[config.mk]
export PLATFORM = sky130hd
export DESIGN_NAME = elevator_request_scheduler_flat
export DESIGN_NICKNAME = d
export VERILOG_FILES = /design/src/design/ers_pkg.sv /design/src/design/ers_in_if.sv /design/src/design/ers_out_if.sv /design/src/design/ers_core.sv /design/src/design/elevator_request_scheduler.sv /design/src/flat_wrapper.sv
export SDC_FILE = /design/constraint.sdc
export NUM_CORES = 2
export LEC_CHECK = 0
export ABC_CLOCK_PERIOD_IN_PS = 25700
export BUFFER_PORTS_ARGS = -buffer_cell sky130_fd_sc_hd__buf_2
export CAP_MARGIN = 20
export CORE_MARGIN = 2
export CORE_UTILIZATION = 56
export DETAILED_ROUTE_END_ITERATION = 7
export PLACE_DENSITY = 0.72
export SYNTH_ARGS = -nofsm -noshare
export SYNTH_HDL_FRONTEND = slang
export SYNTH_SLANG_ARGS = --single-unit
export TNS_END_PERCENT = 100
[constraint.sdc]
create_clock -name clk -period 25.7 [get_ports clk]
set_input_delay 2.57 -clock clk [delete_from_list [all_inputs] [get_ports clk]]
set_output_delay 2.57 -clock clk [all_outputs]
set_load 0.03 [all_outputs]
[src/design/ers_pkg.sv]
// ----------------------------------------------------------------------------
// ers_pkg
// Types, constants and codes shared by the elevator request scheduler files.
// ----------------------------------------------------------------------------
package ers_pkg;

  localparam int TABLE_DEPTH = 64;
  localparam int ADDR_W      = (TABLE_DEPTH > 1) ? $clog2(TABLE_DEPTH) : 1;
  localparam int COUNT_W     = $clog2(TABLE_DEPTH + 1);

  localparam int FLOOR_W = 6;
  localparam int CAP_W   = 5;
  localparam int SIZE_W  = 4;
  localparam int TIME_W  = 16;
  localparam int GCNT_W  = 7;
  localparam int COST_W  = 3;
  localparam int SUM_W   = 32;

  localparam logic [FLOOR_W-1:0] NUM_FLOORS_RESET   = 6'd10;
  localparam logic [CAP_W-1:0]   CAR_CAPACITY_RESET = 5'd10;
  localparam logic [FLOOR_W-1:0] FLOOR_BOTTOM       = 6'd1;
  localparam logic [FLOOR_W-1:0] MIN_TOP            = 6'd2;
  localparam logic [COST_W-1:0]  COST_OP            = 3'd2;
  localparam logic [COST_W-1:0]  COST_MOVE          = 3'd5;
  localparam logic [COST_W-1:0]  COST_IDLE          = 3'd1;

  // Command codes.
  localparam logic CMD_ADD  = 1'b0;
  localparam logic CMD_STEP = 1'b1;

  // Configuration register indexes.
  localparam logic CFG_NUM_FLOORS   = 1'b0;
  localparam logic CFG_CAR_CAPACITY = 1'b1;

  typedef enum logic [1:0] {
    ST_ADDED     = 2'd0,
    ST_DUPLICATE = 2'd1,
    ST_FULL      = 2'd2,
    ST_STEP      = 2'd3
  } status_t;

  typedef enum logic [2:0] {
    S_IDLE,
    S_ADD_SCAN,
    S_ADD_END,
    S_STEP_SCAN,
    S_STEP_END,
    S_DONE
  } state_t;

  typedef struct packed {
    logic               command;
    logic [TIME_W-1:0]  now;
    logic [FLOOR_W-1:0] start_floor;
    logic [FLOOR_W-1:0] end_floor;
    logic [SIZE_W-1:0]  group_size;
  } in_item_t;

  typedef struct packed {
    status_t            status;
    logic [FLOOR_W-1:0] car_floor;
    logic               going_up;
    logic [CAP_W-1:0]   car_load;
    logic [GCNT_W-1:0]  groups_boarded;
    logic [GCNT_W-1:0]  groups_alighted;
    logic [COST_W-1:0]  time_cost;
    logic [TIME_W-1:0]  served_total;
    logic [SUM_W-1:0]   wait_sum;
    logic [SUM_W-1:0]   turnaround_sum;
  } result_t;

  // One request table entry, 51 bits.
  typedef struct packed {
    logic [FLOOR_W-1:0] start_floor;
    logic [FLOOR_W-1:0] end_floor;
    logic [SIZE_W-1:0]  group_size;
    logic [TIME_W-1:0]  called;
    logic [TIME_W-1:0]  picked;
    logic               up;
    logic               riding;
    logic               done;
  } entry_t;

  typedef struct packed {
    logic [FLOOR_W-1:0] num_floors;
    logic [CAP_W-1:0]   car_capacity;
  } cfg_t;

  typedef struct packed {
    logic go;
    logic res_free;
  } core_ctl_t;

  typedef struct packed {
    logic idle;
    logic done;
  } core_stat_t;

endpackage

[src/design/ers_in_if.sv]
// ----------------------------------------------------------------------------
// ers_in_if
// Valid/ready channel that carries one input item of the scheduler.
// ----------------------------------------------------------------------------
interface ers_in_if import ers_pkg::*; ();
  logic     valid;
  logic     ready;
  in_item_t data;

  modport source (output valid, output data, input ready);
  modport sink (input valid, input data, output ready);
endinterface

[src/design/ers_out_if.sv]
// ----------------------------------------------------------------------------
// ers_out_if
// Valid/ready channel that carries one result item of the scheduler.
// ----------------------------------------------------------------------------
interface ers_out_if import ers_pkg::*; ();
  logic    valid;
  logic    ready;
  result_t data;

  modport source (output valid, output data, input ready);
  modport sink (input valid, input data, output ready);
endinterface

[src/design/ers_core.sv]
// ----------------------------------------------------------------------------
// ers_core
// Request table memory, car state and the sequencer that scans the table
// one entry per cycle for duplicate checks and for boarding and alighting.
// ----------------------------------------------------------------------------
module ers_core import ers_pkg::*; (
  input  logic       clk,
  input  logic       rst,
  input  cfg_t       cfg,
  input  core_ctl_t  ctl,
  input  in_item_t   item_in,
  output core_stat_t stat,
  output result_t    result
);

  localparam logic [COUNT_W-1:0] DEPTH_COUNT = COUNT_W'(TABLE_DEPTH);

  entry_t mem [TABLE_DEPTH];

  state_t state, state_next;

  logic [COUNT_W-1:0] count, count_next;
  logic [COUNT_W-1:0] iss, iss_next;
  logic               pend;
  logic [ADDR_W-1:0]  proc_addr;

  logic [FLOOR_W-1:0] floor_now, floor_next;
  logic               heading_up, heading_next;
  logic [CAP_W-1:0]   riders, riders_next;
  logic [TIME_W-1:0]  served, served_next;
  logic [SUM_W-1:0]   wait_total, wait_next;
  logic [SUM_W-1:0]   trip_total, trip_next;

  in_item_t           item, item_load;
  status_t            status_r, status_next;
  logic [GCNT_W-1:0]  boarded, boarded_next;
  logic [GCNT_W-1:0]  alighted, alighted_next;
  logic [COST_W-1:0]  cost, cost_next;
  logic               dup, dup_next;
  logic               op_any, op_next;
  logic               open_any, open_next;
  logic               wait_above, wait_above_next;
  logic               wait_below, wait_below_next;
  logic               ride_up, ride_up_next;
  logic               ride_down, ride_down_next;

  logic               rd_en;
  logic [ADDR_W-1:0]  rd_addr;
  entry_t             rd_data;
  logic               wr_en;
  logic [ADDR_W-1:0]  wr_addr;
  entry_t             wr_data;
  logic               core_done;

  // Per-entry evaluation for the step scan.
  entry_t                   e, e_new;
  logic                     board_hit, board_ok, board, alight;
  logic [CAP_W:0]           load_sum;
  logic [CAP_W-1:0]         r1, r2;
  logic [TIME_W-1:0]        w_diff, t_diff;
  logic [TIME_W+SIZE_W-1:0] w_prod, t_prod;
  logic [SUM_W:0]           w_sum, t_sum;
  logic [TIME_W:0]          s_sum;
  logic                     match;

  // Move decision.
  logic [FLOOR_W-1:0]       top;
  logic                     pick_up, move_up;

  // Table memory: one write port, one registered read port.
  always_ff @(posedge clk) begin
    if (wr_en) begin
      mem[wr_addr] <= wr_data;
    end
    if (rd_en) begin
      rd_data <= mem[rd_addr];
    end
  end

  assign rd_addr = iss[ADDR_W-1:0];
  assign e       = rd_data;

  assign match = (e.start_floor == item.start_floor) && (e.end_floor == item.end_floor) &&
                 (e.called == item.now);

  always_comb begin
    board_hit = (e.start_floor == floor_now) && !e.riding && !e.done;
    load_sum  = {2'b00, e.group_size} + {1'b0, riders};
    if (riders != '0) begin
      board_ok = (e.up == heading_up) && (load_sum <= {1'b0, cfg.car_capacity});
    end else begin
      board_ok = 1'b1;
    end
    board = board_hit && board_ok;
    r1    = board ? load_sum[CAP_W-1:0] : riders;

    e_new        = e;
    e_new.riding = e.riding | board;
    e_new.picked = board ? item.now : e.picked;

    // A group that boards here may leave at once when its end is this floor.
    alight = (e.end_floor == floor_now) && e_new.riding && !e.done &&
             (r1 >= {1'b0, e.group_size});
    r2     = alight ? (r1 - {1'b0, e.group_size}) : r1;
    e_new.done   = e.done | alight;
    e_new.riding = e_new.riding & !alight;

    w_diff = e_new.picked - e.called;
    t_diff = item.now - e.called;
    w_prod = w_diff * e.group_size;
    t_prod = t_diff * e.group_size;
    w_sum  = {1'b0, wait_total} + {{(SUM_W+1-TIME_W-SIZE_W){1'b0}}, w_prod};
    t_sum  = {1'b0, trip_total} + {{(SUM_W+1-TIME_W-SIZE_W){1'b0}}, t_prod};
    s_sum  = {1'b0, served} + {{(TIME_W+1-SIZE_W){1'b0}}, e.group_size};
  end

  always_comb begin
    top = (cfg.num_floors < MIN_TOP) ? MIN_TOP : cfg.num_floors;
    if (!heading_up) begin
      if (floor_now <= FLOOR_BOTTOM) begin
        pick_up = 1'b1;
      end else begin
        pick_up = !(wait_below || ride_down);
      end
    end else begin
      if (({1'b0, floor_now} + 7'd1) > {1'b0, top}) begin
        pick_up = 1'b0;
      end else begin
        pick_up = wait_above || ride_up;
      end
    end
    if (pick_up && (floor_now >= top)) begin
      move_up = 1'b0;
    end else if (!pick_up && (floor_now <= FLOOR_BOTTOM)) begin
      move_up = 1'b1;
    end else begin
      move_up = pick_up;
    end
  end

  always_comb begin
    state_next      = state;
    count_next      = count;
    iss_next        = iss;
    floor_next      = floor_now;
    heading_next    = heading_up;
    riders_next     = riders;
    served_next     = served;
    wait_next       = wait_total;
    trip_next       = trip_total;
    item_load       = item;
    status_next     = status_r;
    boarded_next    = boarded;
    alighted_next   = alighted;
    cost_next       = cost;
    dup_next        = dup;
    op_next         = op_any;
    open_next       = open_any;
    wait_above_next = wait_above;
    wait_below_next = wait_below;
    ride_up_next    = ride_up;
    ride_down_next  = ride_down;
    rd_en           = 1'b0;
    wr_en           = 1'b0;
    wr_addr         = proc_addr;
    wr_data         = e_new;
    core_done       = 1'b0;

    unique case (state)
      S_IDLE: begin
        if (ctl.go) begin
          item_load       = item_in;
          iss_next        = '0;
          dup_next        = 1'b0;
          op_next         = 1'b0;
          open_next       = 1'b0;
          wait_above_next = 1'b0;
          wait_below_next = 1'b0;
          ride_up_next    = 1'b0;
          ride_down_next  = 1'b0;
          boarded_next    = '0;
          alighted_next   = '0;
          cost_next       = '0;
          state_next      = (item_in.command == CMD_ADD) ? S_ADD_SCAN : S_STEP_SCAN;
        end
      end
      S_ADD_SCAN: begin
        if (iss != count) begin
          rd_en    = 1'b1;
          iss_next = iss + 1'b1;
        end
        if (pend && match) begin
          dup_next = 1'b1;
        end
        if ((iss == count) && !pend) begin
          state_next = S_ADD_END;
        end
      end
      S_ADD_END: begin
        if (dup) begin
          status_next = ST_DUPLICATE;
        end else if (count >= DEPTH_COUNT) begin
          status_next = ST_FULL;
        end else begin
          status_next         = ST_ADDED;
          wr_en               = 1'b1;
          wr_addr             = count[ADDR_W-1:0];
          wr_data.start_floor = item.start_floor;
          wr_data.end_floor   = item.end_floor;
          wr_data.group_size  = item.group_size;
          wr_data.called      = item.now;
          wr_data.picked      = '0;
          wr_data.up          = item.end_floor > item.start_floor;
          wr_data.riding      = 1'b0;
          wr_data.done        = 1'b0;
          count_next          = count + 1'b1;
        end
        state_next = S_DONE;
      end
      S_STEP_SCAN: begin
        if (iss != count) begin
          rd_en    = 1'b1;
          iss_next = iss + 1'b1;
        end
        if (pend) begin
          wr_en           = board || alight;
          riders_next     = r2;
          boarded_next    = boarded + {{(GCNT_W-1){1'b0}}, board};
          alighted_next   = alighted + {{(GCNT_W-1){1'b0}}, alight};
          op_next         = op_any || board || alight;
          open_next       = open_any || !e_new.done || e_new.riding;
          wait_above_next = wait_above ||
                            (!e_new.done && !e_new.riding && (e.start_floor > floor_now));
          wait_below_next = wait_below ||
                            (!e_new.done && !e_new.riding && (e.start_floor < floor_now));
          ride_up_next    = ride_up || (e_new.riding && e.up);
          ride_down_next  = ride_down || (e_new.riding && !e.up);
          if (alight) begin
            served_next = s_sum[TIME_W] ? '1 : s_sum[TIME_W-1:0];
            wait_next   = w_sum[SUM_W] ? '1 : w_sum[SUM_W-1:0];
            trip_next   = t_sum[SUM_W] ? '1 : t_sum[SUM_W-1:0];
          end
        end
        if ((iss == count) && !pend) begin
          state_next = S_STEP_END;
        end
      end
      S_STEP_END: begin
        status_next = ST_STEP;
        if (open_any) begin
          heading_next = move_up;
          floor_next   = move_up ? (floor_now + 1'b1) : (floor_now - 1'b1);
          cost_next    = (op_any ? COST_OP : '0) + COST_MOVE;
        end else begin
          cost_next    = (op_any ? COST_OP : '0) + COST_IDLE;
        end
        state_next = S_DONE;
      end
      S_DONE: begin
        if (ctl.res_free) begin
          core_done  = 1'b1;
          state_next = S_IDLE;
        end
      end
      default: begin
        state_next = S_IDLE;
      end
    endcase
  end

  always_ff @(posedge clk) begin
    if (rst) begin
      state      <= S_IDLE;
      count      <= '0;
      pend       <= 1'b0;
      floor_now  <= FLOOR_BOTTOM;
      heading_up <= 1'b1;
      riders     <= '0;
      served     <= '0;
      wait_total <= '0;
      trip_total <= '0;
    end else begin
      state      <= state_next;
      count      <= count_next;
      pend       <= rd_en;
      floor_now  <= floor_next;
      heading_up <= heading_next;
      riders     <= riders_next;
      served     <= served_next;
      wait_total <= wait_next;
      trip_total <= trip_next;
    end
  end

  always_ff @(posedge clk) begin
    iss        <= iss_next;
    proc_addr  <= rd_addr;
    item       <= item_load;
    status_r   <= status_next;
    boarded    <= boarded_next;
    alighted   <= alighted_next;
    cost       <= cost_next;
    dup        <= dup_next;
    op_any     <= op_next;
    open_any   <= open_next;
    wait_above <= wait_above_next;
    wait_below <= wait_below_next;
    ride_up    <= ride_up_next;
    ride_down  <= ride_down_next;
  end

  assign stat.idle = (state == S_IDLE);
  assign stat.done = core_done;

  always_comb begin
    result.status          = status_r;
    result.car_floor       = floor_now;
    result.going_up        = heading_up;
    result.car_load        = riders;
    result.groups_boarded  = boarded;
    result.groups_alighted = alighted;
    result.time_cost       = cost;
    result.served_total    = served;
    result.wait_sum        = wait_total;
    result.turnaround_sum  = trip_total;
  end

`ifndef ASSERT_OFF
  a_count_bound: assert property (@(posedge clk) disable iff (rst)
    count <= DEPTH_COUNT)
    else $error("request table count beyond depth");

  a_floor_nonzero: assert property (@(posedge clk) disable iff (rst)
    floor_now != '0)
    else $error("car reached floor zero");

  a_go_when_idle: assert property (@(posedge clk) disable iff (rst)
    ctl.go |-> (state == S_IDLE))
    else $error("item started while busy");

  a_count_step: assert property (@(posedge clk) disable iff (rst)
    !rst |=> ((count == $past(count)) || (count == $past(count) + 1'b1)))
    else $error("table count moved by more than one");

  a_write_window: assert property (@(posedge clk) disable iff (rst)
    wr_en |-> (((state == S_STEP_SCAN) && pend) || (state == S_ADD_END)))
    else $error("table written outside a scan or append");
`endif

endmodule

[src/design/elevator_request_scheduler.sv]
// ----------------------------------------------------------------------------
// elevator_request_scheduler
// One elevator car serving a table of call requests with LOOK direction rules.
// ----------------------------------------------------------------------------
// Usage: items arrive on in_ch (valid/ready). An add item appends a call
// request after a duplicate check and a full-table check; a step item boards
// and drops groups at the car's floor and then moves the car one floor or
// idles. Each item yields exactly one result item on out_ch (valid/ready).
// Configuration is written through cfg_write/cfg_index/cfg_data while the
// block is idle: index 0 sets the top floor, index 1 the car capacity.
// Each item scans every table entry; the table memory is read one entry
// per cycle, and a full table holds 64 entries.
// One item is worked on at a time; in_ch.ready is high while the sequencer
// is idle and rst is low. The result register lets the next item be
// accepted while the last result still waits on out_ch. If the receiver
// stalls with a result pending, a finished item waits in the sequencer
// until the register frees.
// Reset (rst, synchronous) empties the table, puts the car at floor 1 going
// up and empty, clears the sums, and restores both configuration registers.
// ----------------------------------------------------------------------------
module elevator_request_scheduler import ers_pkg::*; (
  input  logic               clk,
  input  logic               rst,
  input  logic               cfg_write,
  input  logic               cfg_index,
  input  logic [FLOOR_W-1:0] cfg_data,
  ers_in_if.sink             in_ch,
  ers_out_if.source          out_ch
);

  cfg_t       cfg;
  core_ctl_t  ctl;
  core_stat_t stat;
  result_t    result;
  logic       out_valid;
  result_t    out_data;

  always_ff @(posedge clk) begin
    if (rst) begin
      cfg.num_floors   <= NUM_FLOORS_RESET;
      cfg.car_capacity <= CAR_CAPACITY_RESET;
    end else if (cfg_write) begin
      unique case (cfg_index)
        CFG_NUM_FLOORS:   cfg.num_floors   <= cfg_data;
        CFG_CAR_CAPACITY: cfg.car_capacity <= cfg_data[CAP_W-1:0];
        default: begin
        end
      endcase
    end
  end

  assign in_ch.ready  = stat.idle && !rst;
  assign ctl.go       = in_ch.valid && stat.idle && !rst;
  assign ctl.res_free = !out_valid || out_ch.ready;

  ers_core u_core (
    .clk     (clk),
    .rst     (rst),
    .cfg     (cfg),
    .ctl     (ctl),
    .item_in (in_ch.data),
    .stat    (stat),
    .result  (result)
  );

  always_ff @(posedge clk) begin
    if (rst) begin
      out_valid <= 1'b0;
    end else if (stat.done) begin
      out_valid <= 1'b1;
    end else if (out_ch.ready) begin
      out_valid <= 1'b0;
    end
  end

  always_ff @(posedge clk) begin
    if (stat.done) begin
      out_data <= result;
    end
  end

  assign out_ch.valid = out_valid;
  assign out_ch.data  = out_data;

endmodule

[src/flat_wrapper.sv]
// flat-port wrapper written by rule: the top's interface ports become plain ports
module elevator_request_scheduler_flat import ers_pkg::*;
  (clk, rst, cfg_write, cfg_index, cfg_data, in_ch_valid, in_ch_data, in_ch_ready, out_ch_valid, out_ch_data, out_ch_ready);
  ers_in_if in_ch_i ();
  ers_out_if out_ch_i ();
  input  logic clk;
  input  logic rst;
  input  logic cfg_write;
  input  logic cfg_index;
  input  logic [FLOOR_W-1:0] cfg_data;
  input wire logic [$bits(in_ch_i.valid)-1:0] in_ch_valid;
  input wire logic [$bits(in_ch_i.data)-1:0] in_ch_data;
  output wire logic [$bits(in_ch_i.ready)-1:0] in_ch_ready;
  output wire logic [$bits(out_ch_i.valid)-1:0] out_ch_valid;
  output wire logic [$bits(out_ch_i.data)-1:0] out_ch_data;
  input wire logic [$bits(out_ch_i.ready)-1:0] out_ch_ready;
  assign in_ch_i.valid = in_ch_valid;
  assign in_ch_i.data = in_ch_data;
  assign in_ch_ready = in_ch_i.ready;
  assign out_ch_valid = out_ch_i.valid;
  assign out_ch_data = out_ch_i.data;
  assign out_ch_i.ready = out_ch_ready;
  elevator_request_scheduler u_core (.clk(clk), .rst(rst), .cfg_write(cfg_write), .cfg_index(cfg_index), .cfg_data(cfg_data), .in_ch(in_ch_i), .out_ch(out_ch_i));
endmodule
**After elaboration in Yosys (flattened, before gate mapping)**

Memory sizes are Yosys's and may differ from the RTL's. A register that Yosys moved wholly into a read port is not among the register bits.
Cells that the tools add are included.

- Register bits after elaboration: 297
- Word-level logic and storage cells: 227
- Bits in writable memories: 3264
- Memories kept: 1
- Output and inout port bits: 113

- Reduce and logical (&&, ||, !) cells: 66
- Magnitude comparators: 10
- $add $sub $neg: 16
- Multipliers: 2
- Bitwise logic cells: 6
- Multiplexer cells: 67
- Equal/unequal tests: 20

Memory list:

| memory | words | bits a word | rd ports | clocked after memory_dff | write ports | RTL line | RTL |
|---|---|---|---|---|---|---|---|
| u_core.u_core.mem | 64 | 51 | 1 | 1 | 1 | ers_core.sv:18 | `entry_t mem [TABLE_DEPTH];` |

Operators with widths:

| cell | number |
|---|---|
| 2-to-1 mux 51 bit | 3 |
| adder 32 x 20 -> 33 bit | 2 |
| 2-to-1 mux 32 bit | 2 |
| one-hot mux 7 bit (2 select lines) | 3 |
| multiplier 16 x 4 -> 20 bit | 2 |
| 2-to-1 mux 16 bit | 2 |
| subtractor 16 bit | 2 |
| 2-to-1 mux 6 bit | 5 |
| 2-to-1 mux 7 bit | 4 |
| 2-to-1 mux 1 bit | 25 |
| equality test 6 bit | 4 |
| logical AND 1 bit | 21 |
| 2-to-1 mux 3 bit | 6 |
| adder 16 x 4 -> 17 bit | 1 |
| equality test 16 bit | 1 |
| one-hot mux 1 bit (2 select lines) | 8 |
| one-hot mux 3 bit (5 select lines) | 1 |
| AND reduction 3 bit | 5 |
| adder 7 x 1 -> 7 bit | 2 |
| adder 7 x 1 -> 7 bit (second input constant) | 2 |
| > comparator 6 bit | 2 |
| logical OR 1 bit | 12 |
| AND reduction 2 bit | 6 |
| nonzero test 2 bit | 6 |
| other kinds (35) | 60 |

**Depth between registers and ports, before layout**

- Word-level depth: 17
- Depth in mapped cells: 42
- Mapped depth without buffers: 39

**Cells and area by module**

Synthesis repeated with hierarchy kept, for this count alone.

- Cells, all modules: 6785
- Area, all modules: 145066.6 sq um

Modules (own cells, without submodules):

| module | instances | cells an instance | sequential area each (sq um) | area an instance (sq um) |
|---|---|---|---|---|
| ers_core | 1 | 6624 | 103679.4 | 141201.7 |
| elevator_request_scheduler | 1 | 161 | 3573.4 | 3865.0 |

**Worst setup path before layout**

No wires, ideal clock.

- Path kind: register to register
- From: register, netlist name u_core.u_core.e[35]
- To: register u_core.u_core.wait_total[11]
- Stages on the path, launching flop included: 40
- Arrival: 9.016 ns
- Path buffers: 3
- Setup slack: 16.564 ns
- Cell sequence: edfxtp_1 ha_1 fa_1 a21o_1 a21oi_1 xnor2_1 ha_1 and3_1 a221o_1 a221o_1 buf_6 clkbuf_1 a21oi_1 ha_1 inv_1 fa_1 a21o_1 a21oi_1 [... 4 more ...] a31o_2 xor2_1 and2_1 fa_1 fa_1 inv_1 fa_1 inv_1 ha_1 a21oi_1 o21ai_0 a2111oi_1 o21ai_1 a31o_2 a211o_1 and2_1 clkbuf_1 o31a_1

- Longest elaborated chain between the ends: 10
- Elaborated cells between the ends (all ways): 17
- Those cells by class: add/sub (3); mul (1); order compare (2); mux (4); bitwise (1); reduce/logical (6)

Ends and longest elaborated chain:

| element | RTL line | RTL |
|---|---|---|
| adder 4 x 5 -> 6 bit | ers_core.sv:88 | `load_sum = {2'b00, e.group_size} + {1'b0, riders};` |
| <= comparator 6 x 5 -> 1 bit | ers_core.sv:90 | `board_ok = (e.up == heading_up) && (load_sum <= {1'b0, cfg.car_capacity});` |
| logical AND 1 bit | ers_core.sv:90 |  |
| 2-to-1 mux 1 bit | ers_core.sv:89 | `if (riders != '0) begin` |
| logical AND 1 bit | ers_core.sv:94 | `board = board_hit && board_ok;` |
| 2-to-1 mux 16 bit / bitwise OR 1 bit (equally long branches) | ers_core.sv:99, ers_core.sv:98 |  |
| subtractor 16 bit / logical AND 1 bit (equally long branches) | ers_core.sv:108, ers_core.sv:102 |  |
| multiplier 16 x 4 -> 20 bit / logical AND 1 bit (equally long branches) | ers_core.sv:110, ers_core.sv:102 |  |
| adder 32 x 20 -> 33 bit / logical AND 1 bit (equally long branches) | ers_core.sv:112, ers_core.sv:102 |  |
| 2-to-1 mux 32 bit / AND reduction 3 bit (equally long branches) | - |  |
| end signal, assigned | ers_core.sv:290 | `wait_total <= wait_next;` |
| end, declared | ers_core.sv:31 | `logic [SUM_W-1:0] wait_total, wait_next;` |

Several ways; a longest one is shown, not always the timed one.
A chain may end at the register's enable or synchronous reset.

**Final worst setup path**

- From: register, netlist name u_core.u_core.e[35]
- To: register u_core.u_core.wait_total[30]

- Longest elaborated chain between the ends: 10
- Elaborated cells between the ends (all ways): 17
- Those cells by class: add/sub (3); mul (1); order compare (2); mux (4); bitwise (1); reduce/logical (6)

Ends and longest elaborated chain:

| element | RTL line |
|---|---|
| adder 4 x 5 -> 6 bit | ers_core.sv:88 |
| <= comparator 6 x 5 -> 1 bit | ers_core.sv:90 |
| logical AND 1 bit | ers_core.sv:90 |
| 2-to-1 mux 1 bit | ers_core.sv:89 |
| logical AND 1 bit | ers_core.sv:94 |
| 2-to-1 mux 16 bit / bitwise OR 1 bit (equally long branches) | ers_core.sv:99, ers_core.sv:98 |
| subtractor 16 bit / logical AND 1 bit (equally long branches) | ers_core.sv:108, ers_core.sv:102 |
| multiplier 16 x 4 -> 20 bit / logical AND 1 bit (equally long branches) | ers_core.sv:110, ers_core.sv:102 |
| adder 32 x 20 -> 33 bit / logical AND 1 bit (equally long branches) | ers_core.sv:112, ers_core.sv:102 |
| 2-to-1 mux 32 bit / AND reduction 3 bit (equally long branches) | - |

Several ways; a longest one is shown, not always the timed one.

==> results.txt <==
f_max -> 0.0956 GHz
first-pass GRT wire length -> 535,000 um
final setup margin -> 15.23 ns
layout cells sized above 1 -> 0.272
routability cong. -> 0.844
max-cap violations -> 0
Clock Sinks -> 3,612
pin count of the biggest net entering global routing -> 153
Max Root-Sink Buffers -> 4
DR vias/cell -> 6.76
switching share of total power -> 0.345
most frequent cell after synthesis -> edfxtp_1
final worst-path cycle share -> 0.407
syn avg cell area -> 21.3 um2
Worst Setup End Kind -> flop
max_slew headroom -> 0.189
Nets -> 7,462
top cells by count, synth -> edfxtp_1, mux4_2, nand2_1
starting DRC count in detailed routing -> 11,400
via count -> 73,300
Setup Fix Bufs, Post-CTS -> 0
final hold vios -> 0
fill count -> 16,800
Net Switching -> 7260 uW
post-synthesis sequential area ratio -> 0.741
worst hold path class -> reg -> reg
Lkg Pwr -> 0.0519 uW
CP required -> 26.55 ns
cell mode on critical path -> a21oi_1
initial antenna violation count -> 18
die area -> 0.263 mm2
Initial Utilization -> 0.563
hpwl dp -> 203,000 um
Slowest cell on crit path -> a221o_2
post-synth top area share -> 0.724
Net Count, Synth -> 7,065
Yosys warning total -> 0
Routed Antenna Nets -> 0
Clock transition at path regs -> 0.06 ns
Top-Level Pins -> 158
Hold Startpoint -> u_core.u_core.status_r[1]$_SDFFCE_PP1P_
status -> finished with violations
Cells after Synth -> 6,783
setup TNS -> 0 ns
Cell Rows -> 186
pre-CTS setup slack -> 15.26 ns
Crit Path Category -> reg -> reg
max-slew violations -> 0
PortBufs -> 157
DRT Pass-1 Iters -> 8
startpoint types -> flop
routed wire length -> 377,000 um
cell taking the most area after synthesis -> edfxtp_1
area delta synth->final -> 12.0%
Least-Margin Pin Slew -> 1.22 ns
post-DR wirelength/cell -> 34.8 um
number of cells upsized or downsized after cts -> 0
Worst R2R Start -> u_core.u_core.e[35]$_DFFE_PP_
total grt overflow -> 0
crit path time final -> 10.47 ns
vias in the first global route -> 72,200
post-synthesis cell type count -> 78
main flop type after synthesis -> edfxtp_1
asr flop ratio synth -> 0
Comb power frac -> 0.401
violated checks -> DRC
All-Layer GR Usage -> 0.288
Critical Path Fanout Max -> 40
Clock Tree Root -> clkbuf_16
clock latency on the worst-skew pair -> 1.01 ns
Reg power frac -> 0.365
EDFF count, synth -> 3,491
RSZ-0062 raised after global routing -> false
Yosys reg bits -> 3,612
Core Box Area -> 0.257 mm2
hold_buf cts -> 0
H-tree Lvls -> 5
crit path from -> u_core.u_core.e[35]$_DFFE_PP_
DIE HEIGHT -> 512 um
Clk pwr share -> 0.234
synth top area cells -> edfxtp_1, mux4_2, dfxtp_1, fa_1, ha_1
clk_skew -> 0.0875 ns
Die X -> 512 um
power density cells -> 130 mW/mm2
DRC -> 3
CTS tree -> done
mapped cell area -> 0.145 mm2
P_int -> 13,800 uW
CP max stage delay -> 0.64 ns
worst path arrival time -> 11.32 ns
number of CTS-inserted buffers -> 368
Max VDD drop -> 0.240 mV
final setup violation count -> 0
[routing by layer]
metal,vias to the layer above,track usage,share of wire
li1,28800,-,-
met1,38700,0.402,0.36
met2,4966,0.453,0.48
met3,791,0.0703,0.12
met4,12,0.0963,0.037
met5,-,0,0.00021
[worst max-delay path, delay by kind of cell, from the launching register on]
kind | cells | cell delay (ns)
fa+ha+maj | 9 | 3.35
simple gates | 4 | 0.84
compound gates | 18 | 4.59
xor+xnor | 2 | 0.47
buf+inv | 4 | 0.40
flops | 1 | 0.35
mux | 1 | 0.29
[cell families after synthesis]
kind of cell | Yosys count | synth area share
AOI/OAI and AO/OA | 391 | 0.0178
xor gates and xnor gates | 130 | 0.00787
adders and majority gates | 237 | 0.0254
buffers and inverters | 532 | 0.0140
DFF | 3612 | 0.741
muxes | 1085 | 0.168
and+or+nand+nor | 796 | 0.0263
[area by class of cell]
class | count | area [um2] | area share
sequential | 3612 | 107000 | 0.662
multi-input combinational | 2639 | 36500 | 0.225
antenna | 3 | 7.51 | 0.0000463
tap | 3384 | 4230 | 0.0261
clock inverter | 198 | 1270 | 0.00787
timing repair buffer | 345 | 2400 | 0.0148
clock buffer | 447 | 9610 | 0.0593
inverter | 214 | 806 | 0.00497
[per-stage QoR]
stage / power, uW / utilization / hold slack [ns] / instances / instance area (um2)
finish: 21100 / 0.631 / 0.419 / 10800 / 162000
detailed placement: 16100 / 0.588 / 0.407 / 10200 / 151000
global route: 22100 / 0.631 / 0.431 / 10800 / 162000
global placement: 16000 / 0.588 / 0.404 / 10200 / 151000
CTS: 21000 / 0.630 / 0.421 / 10800 / 162000
floorplan: 13900 / - / 0.346 / 6783 / 145000
[power groups by stage]
stage	registers (uW)	clock network [uW]	logic [uW]
6_report	7680	4940	8440
5_1_grt	7680	5200	9250
4_1_cts	7670	4980	8390
3_5_place_dp	7790	0	8340
3_3_place_gp	7790	0	8190
2_1_floorplan	7880	0	6030
[flip-flops by register name (all words and copies together), names as in the netlist, 5 cells and up]
name                      cells
u_core.u_core.item           32
u_core.u_core.alighted        7
u_core.u_core.count           7
u_core.u_core.wait_total     32
u_core.u_core.floor_now       6
u_core.u_core.e              51
u_core.cfg                   11
u_core.u_core.proc_addr       6
u_core.u_core.mem          3264
u_core.u_core.trip_total     32
u_core.u_core.riders          5
u_core.u_core.iss             7
u_core.u_core.boarded         7
u_core.u_core.served         16
u_core.out_ch.data          111
[cells in the final DEF (no fill, tap or decap), types with 12 or more instances in the layout]
| cell | netlist | layout |
|---|---|---|
| inv_6 | 0 | 12 |
| clkbuf_16 | 0 | 371 |
| o21ai_0 | 76 | 50 |
| buf_4 | 3 | 174 |
| inv_1 | 214 | 212 |
| fa_1 | 95 | 95 |
| o21a_1 | 13 | 13 |
| a21oi_1 | 113 | 99 |
| and3_1 | 32 | 31 |
| or3_1 | 13 | 13 |
| and2_1 | 71 | 71 |
| clkinv_2 | 0 | 59 |
| a21o_1 | 37 | 37 |
| ha_1 | 142 | 142 |
| nand3_1 | 52 | 51 |
| o21ai_4 | 0 | 26 |
| mux4_2 | 1071 | 1071 |
| buf_2 | 8 | 156 |
| o21bai_1 | 14 | 14 |
| mux2i_1 | 12 | 12 |
| nor2_4 | 0 | 69 |
| edfxtp_1 | 3491 | 3491 |
| nor2_1 | 211 | 142 |
| nand2b_1 | 17 | 17 |
| nor4_1 | 16 | 16 |
| a21oi_4 | 1 | 15 |
| nor3_1 | 56 | 56 |
| bufinv_16 | 0 | 12 |
| clkbuf_1 | 221 | 72 |
| a211oi_1 | 28 | 28 |
| a311oi_1 | 28 | 28 |
| buf_12 | 0 | 13 |
| xnor2_1 | 62 | 62 |
| clkinv_1 | 0 | 98 |
| nand4_1 | 21 | 21 |
| dfxtp_1 | 121 | 121 |
| nor2b_1 | 22 | 21 |
| nand2_1 | 243 | 243 |
| xor2_1 | 68 | 68 |
[path summary, 6_finish.rpt]
check	to	slack (ns)	cells after the start
min	u_core.out_ch.data[110]$_DFFE_PP_	0.42	0
max	u_core.u_core.wait_total[30]$_SDFFE_PP0P_	15.23	38
max reg2reg	u_core.u_core.wait_total[30]$_SDFFE_PP0P_	15.23	38
min reg2reg	u_core.out_ch.data[110]$_DFFE_PP_	0.42	0
(Power assumes the default switching activity.)
